## src/hw/rtl/pcsum_pkg.sv

```systemverilog
// shared types and constants for the packet checksum acknowledgement checker
// no dependencies
`default_nettype none

package pcsum_pkg;

	localparam int unsigned BYTE_W = 8;
	localparam int unsigned CSUM_W = 16;
	localparam int unsigned SEQ_W  = 32;
	localparam int unsigned KIND_W = 2;

	typedef logic [BYTE_W-1:0]        byte_t;
	typedef logic [CSUM_W-1:0]        csum_t;
	typedef logic signed [SEQ_W-1:0]  seq_t;
	typedef logic [KIND_W-1:0]        kind_t;

	// acknowledgement kinds
	localparam kind_t KIND_SEQ   = 2'd0;
	localparam kind_t KIND_FINAL = 2'd1;
	localparam kind_t KIND_ERROR = 2'd2;

	// special sequence and ack words
	localparam seq_t SEQ_RESET_VALUE = -32'sd2;
	localparam seq_t SEQ_FINAL       = -32'sd1;
	localparam seq_t ACK_ERROR_VALUE = -32'sd5;
	localparam seq_t ACK_FINAL_VALUE = 32'sd0;

	// per-beat control handed to the checksum accumulator
	typedef struct packed {
		logic fire;
		logic present;
		logic last;
	} pcsum_step_t;

endpackage

`default_nettype wire

```

## src/hw/rtl/pcsum_accum.sv

```systemverilog
// ones'-complement checksum accumulator: pairs bytes low first, folds the odd tail
// depends on pcsum_pkg
`default_nettype none

module pcsum_accum (
	input  wire logic                 clk,
	input  wire logic                 arst_n,
	input  wire pcsum_pkg::pcsum_step_t step,
	input  wire pcsum_pkg::byte_t     byte_data,
	output pcsum_pkg::csum_t          checksum
);
	import pcsum_pkg::*;

	csum_t sum_q;
	byte_t held_q;
	logic  pend_q;

	logic  pair;
	logic  pend_n;
	byte_t held_n;
	csum_t sum_pair;
	csum_t sum_n;
	csum_t sum_tail;
	csum_t sum_final;

	// add with end-around carry; a single fold cannot carry again
	function automatic csum_t oc_add(input csum_t a, input csum_t b);
		logic [CSUM_W:0] s;
		s = {1'b0, a} + {1'b0, b};
		return s[CSUM_W-1:0] + {{(CSUM_W-1){1'b0}}, s[CSUM_W]};
	endfunction

	// next pairing state
	always_comb begin
		pair     = step.present && pend_q;
		pend_n   = step.present ? !pend_q : pend_q;
		if (step.present && !pend_q) begin
			held_n = byte_data;
		end else if (pair) begin
			held_n = '0;
		end else begin
			held_n = held_q;
		end
		sum_pair = oc_add(sum_q, {byte_data, held_q});
		sum_n    = pair ? sum_pair : sum_q;
		// odd tail: while a byte stays pending, it is added as a low byte with a zero high byte
		sum_tail  = oc_add(sum_q, {{(CSUM_W-BYTE_W){1'b0}}, held_n});
		sum_final = pend_n ? sum_tail : sum_n;
		checksum  = ~sum_final;
	end

	// packet state, cleared on every last beat
	always_ff @(posedge clk or negedge arst_n) begin
		if (!arst_n) begin
			sum_q  <= '0;
			held_q <= '0;
			pend_q <= 1'b0;
		end else if (step.fire) begin
			if (step.last) begin
				sum_q  <= '0;
				held_q <= '0;
				pend_q <= 1'b0;
			end else begin
				sum_q  <= sum_n;
				held_q <= held_n;
				pend_q <= pend_n;
			end
		end
	end

endmodule

`default_nettype wire

```

## config.mk

```make
export PLATFORM = sky130hd
export DESIGN_NAME = pcsum_accum
export DESIGN_NICKNAME = d
export VERILOG_FILES = /design/src/hw/rtl/pcsum_pkg.sv /design/src/hw/rtl/pcsum_accum.sv
export SDC_FILE = /design/constraint.sdc
export NUM_CORES = 1
export LEC_CHECK = 0
export BUFFER_PORTS_ARGS = -buffer_cell sky130_fd_sc_hd__buf_2
export CAP_MARGIN = 20
export CORE_ASPECT_RATIO = 0.9
export CORE_MARGIN = 5
export CORE_UTILIZATION = 56
export CTS_CLUSTER_DIAMETER = 200
export DETAILED_ROUTE_END_ITERATION = 7
export GPL_TIMING_DRIVEN = 0
export PLACE_DENSITY = 0.82
export SYNTH_ARGS = -nofsm -noshare
export SYNTH_HDL_FRONTEND = slang
export SYNTH_SLANG_ARGS = --single-unit
```

## constraint.sdc

```tcl
create_clock -name clk -period 4.7 [get_ports clk]
set_clock_uncertainty 0.2 [all_clocks]
set_input_delay 0.47 -clock clk [delete_from_list [all_inputs] [get_ports clk]]
set_output_delay 0.47 -clock clk [all_outputs]
set_load 0.1 [all_outputs]
```

Word-level counts from Yosys, hierarchy flattened
Index checks and enable logic that the tools add are counted.
- bits in registers: 25
- output and inout port bits: 16
- word-level logic and storage cells: 19
- add/sub/neg operators: 4
- mux-type cells: 8
- bitwise gates (word level): 1
- reductions and logical operators: 3
- operator list (cell ; count):
    $mux 16 ; 3
    $add 16x1->16 ; 2
    $mux 8 ; 3
    $add 16x16->17 ; 1
    $add 16x8->17 ; 1
    $not 16->16 ; 1
    $logic_and 1x1->1 ; 2
    $mux 1 ; 2
    $logic_not 1->1 ; 1

Longest topological paths before layout
- depth after elaboration: 7
- mapped depth: 19
- mapped depth without buffers: 19

Worst setup path after synthesis
Ideal clock, no wire load.
- kind: in2out
- start point: in step[1] (netlist name)
- end point: out checksum[15]
- arrival time: 6.290 ns
- data required time: 4.030 ns
- setup slack: -2.260 ns
- stages: 19
- path through: ha_1 -> clkbuf_1 -> nor2_1 -> a22o_1 -> ha_1 -> inv_1 -> fa_1 -> nand3b_1 -> a21oi_1 -> nor3_4 -> nor3_1 -> ha_1 -> nor2b_1 -> and4_1 -> and4bb_1 -> nand2b_1 -> o31a_1 -> mux2_1 -> a211oi_1
- longest elaborated chain between the ends: 7
- elaborated cells on any way between the ends: 10
- those cells by class: add/sub: 2; mux: 5; bitwise: 1; reduce/logical: 2
- ends and longest elaborated chain (what ; RTL line ; source):
    from (decl) ; pcsum_accum.sv:8 ; input wire pcsum_pkg::pcsum_step_t step,
    $logic_and 1x1->1 ; pcsum_accum.sv:35 ; pair = step.present && pend_q;
    $mux 8 ; pcsum_accum.sv:39 ; end else if (pair) begin
    $mux 8 ; pcsum_accum.sv:37 ; if (step.present && !pend_q) begin
    $add 16x8->17 ; pcsum_accum.sv:29 ; s = {1'b0, a} + {1'b0, b};
    $add 16x1->16 ; pcsum_accum.sv:30 ; return s[CSUM_W-1:0] + {{(CSUM_W-1){1'b0}}, s[CSUM_W]};
    $mux 16 * ; pcsum_accum.sv:48 ; sum_final = pend_n ? sum_tail : sum_n;
    $not 16->16 * ; pcsum_accum.sv:49 ; checksum = ~sum_final;
    to (decl) ; pcsum_accum.sv:10 ; output pcsum_pkg::csum_t checksum
Every way passes the cells marked *; elsewhere a longest branch is shown, timed or not.

Final worst setup path
- start point: reg pend_q
- end point: out checksum[15]
- longest elaborated chain between the ends: 7
- elaborated cells on any way between the ends: 11
- those cells by class: add/sub: 2; mux: 5; bitwise: 1; reduce/logical: 3
- ends and longest elaborated chain (what ; RTL line ; source):
    from (decl) ; pcsum_accum.sv:16 ; logic pend_q;
    from (signal assigned) ; pcsum_accum.sv:66 ; pend_q <= pend_n;
    $logic_and 1x1->1 / $logic_not 1->1 (equally long branches) ; pcsum_accum.sv:35, pcsum_accum.sv:36, pcsum_accum.sv:37 ;
    $mux 8 / $logic_and 1x1->1 (equally long branches) ; pcsum_accum.sv:39, pcsum_accum.sv:37 ;
    $mux 8 ; pcsum_accum.sv:37 ;
    $add 16x8->17 ; pcsum_accum.sv:29 ;
    $add 16x1->16 ; pcsum_accum.sv:30 ;
    $mux 16 * ; pcsum_accum.sv:48 ;
    $not 16->16 * ; pcsum_accum.sv:49 ;
Marks and branches as above.

==> metrics <==
starting density of the core 0.585; clock tree buffer depth 2; Synth Register Bits 25; LEAKAGE 1.97 nW; routed vias/inst 6.81; Final GP Congestion between 0.9 and 1; layout cells sized above 1 0.284; die height about 84 um; Overall Power between 1 and 1.5 mW; WL/cell roughly 21 um; Worst-path clk slew about 0.10 ns; Post-synth top flop dfrtp_1; worst path buffer plus inverter count 4; Iter 0 DRT Violations 300; worst hold path startpoint step[2]; Post-synth EDFFs 0; Synth-to-Final Area Change 31.7%; drt first pass iters 5; Req. time, crit path just over 4 ns; vias in the first global route 3,491; initial antenna violation count 0; Hold Path Class input port to flop; Largest delay share family, worst path simple AND/OR/NAND/NOR gates; Rows 26; PwrDens between 300 and 400 nW/um^2; crit start category flop; root buffer cell clkbuf_8; Final nets between 500 and 600; leading cell types in the layout, fill and taps excluded a21oi_1 (31), nor2_1 (28), buf_4 (27); R2R Setup Slk around 0.51 ns; number of max-cap violations 0; io pins 29; worst-margin pin slew between 0.8 and 0.9 ns; full die area approximately 7700 sq um; crit end category output port; I/O Buffers 27; final worst slack -0.542 ns; crit-path max cell delay between 0.4 and 0.5 ns; WP depth 20; worst r2r src held_q[0]; global-route wire length before repair around 17,000 um; Die X 92.0 um; syn avg cell area between 8 and 9 sq um; Worst Reg-to-Reg Cells 19; final setup violating endpoints 8; H-tree depth 1; CP most frequent cell buf_12; drc violations 0; gr usage total 0.280; critical path arrival roughly 4.6 ns; Cell Area, Synth about 3400 sq um; Yosys warning total 0; Worst slew margin 0.427; pin count of the biggest net entering global routing 26; Core Region 5790 sq um; via count approximately 3,700; Worst Path Max Fanout 7; Post-Syn Instances ~420; Critical Setup Path Class flop to output port; Syn Nets 469; Final period util 1.12; CP max stage cell dfrtp_1; asr flop ratio synth 1.00; CTS tree done; Skew-Pair Late Insertion Delay 0.28 ns; Sink Count 25; failing checks negative setup slack; Detailed Route WL around 12,000 um; Max IR drop VDD 214 uV; worst-path cell chain inv_2 > ha_4 > nor2_4 > buf_4 > buf_12 > a22o_1 > ha_1 > nand3_1 > a21boi_2 > nor3_4 > nor3_2 > ha_2 > nor2b_4 > and4_1 > and4bb_2 > nand2b_1 > o31a_1 > mux2_4 > a211oi_4 > buf_12; status finished with violations; total CTS buffers 3; WHS Endpoint sum_q[11]; worst hold slack ~0.27 ns; Ant. Diodes 0; Final Critical Period ~5.2 ns; worst r2r dst sum_q[10]; Yosys cell types 64; max-slew violations 0; post-synthesis sequential area ratio 0.185; unrepaired setup endpoints after global routing true; TNS Setup -3.07 ns; dpl hpwl about 8000 um; fmax between 150 and 200 MHz; GRT overflow 0; Antenna Nets Post-Route 0; Final Hold Violating Endpoints 0; hold depth 2; most common cell after layout, fill and taps aside a21oi_1
==> layout make-up <==
cell class,count,area [sq um]
well taps,70,87.6
flip-flops and latches,25,626
clock buffers,3,41.3
fillers,397,1330
plain buffers,14,70.1
repair buffers,56,538
inverters,17,63.8
clock inverters,1,5.00
multi-input cells,363,3030
==> per-layer routing <==
layer  global-route usage  part of all wire  vias up
met1                0.364              0.40     1792
met4               0.0729             0.034        0
met2                0.487              0.48      225
met3               0.0343             0.088       45
li1                     -                 -     1677
met5                    0                 0        -
==> registers in the layout, indices dropped and copies added, names as in the netlist <==
name and count:
pend_q 1, sum_q 16, held_q 8
==> report_power, final <==
part | leakage [nW] | switching, mW | internal [mW] | total, mW
Combinational | 1.61 | 0.656 | 0.363 | 1.02
Sequential | 0.340 | 0.0415 | 0.240 | 0.281
Clock | 0.0255 | 0.0775 | 0.0596 | 0.137
==> cells by family (layout without fill, tap and decap cells) <==
kind of cell               count (synthesis)  count (layout)  synth area share
adders and majority gates                 34              34             0.130
muxes                                      6               6            0.0192
xor gates and xnor gates                  46              46             0.119
AOI/OAI and AO/OA                        147             147             0.300
buffers and inverters                     34              91            0.0395
and+or+nand+nor                          130             130             0.208
DFF                                       25              25             0.185
==> cell usage after synthesis (5+ instances only) <==
master,instances,area share
nor2_1,30,0.033
inv_1,15,0.017
a21o_1,9,0.020
o21ai_0,18,0.027
dfrtp_1,25,0.18
o211ai_1,7,0.016
a21oi_1,45,0.066
nand3_1,12,0.018
nor3_1,8,0.012
xor2_1,16,0.041
ha_1,32,0.12
xnor2_1,30,0.078
nand4_1,5,0.0092
and2_1,5,0.0092
o2bb2ai_1,6,0.016
nor2b_1,8,0.015
nand2_1,26,0.029
nand2b_1,6,0.011
a22o_1,23,0.059
and3_1,9,0.017
clkbuf_1,14,0.016
a211oi_1,5,0.011
==> repair_timing <==
item / CTS / global route
hold buffers: 1 / 0
endpoints found under the setup margin: 14 / 13
hold endpoints to repair: 14 / 0
pin swaps: 11 / 11
setup buffers: 16 / 12
resized for setup: 61 / 38
==> how the worst max path moves through the flow <==
stage | slack (ns) | to | start
CTS | -0.52 | checksum[12] | pend_q
global placement | -0.88 | checksum[15] | step[1]
finish | -0.54 | checksum[15] | pend_q
detailed placement | -0.92 | checksum[15] | step[1]
global route | -0.72 | checksum[15] | pend_q
floorplan | -0.45 | checksum[15] | step[1]
==> metrics by stage <==
step	setup WS, ns	std cells	area [sq um]	util
6_report	-0.542	549	4460	0.770
3_3_place_gp	-0.876	519	3800	0.656
5_1_grt	-0.721	549	4460	0.770
3_5_place_dp	-0.923	519	3800	0.656
4_1_cts	-0.517	539	4230	0.730
2_1_floorplan	-0.447	422	3570	-
Power figures use the tool's default switching activity.
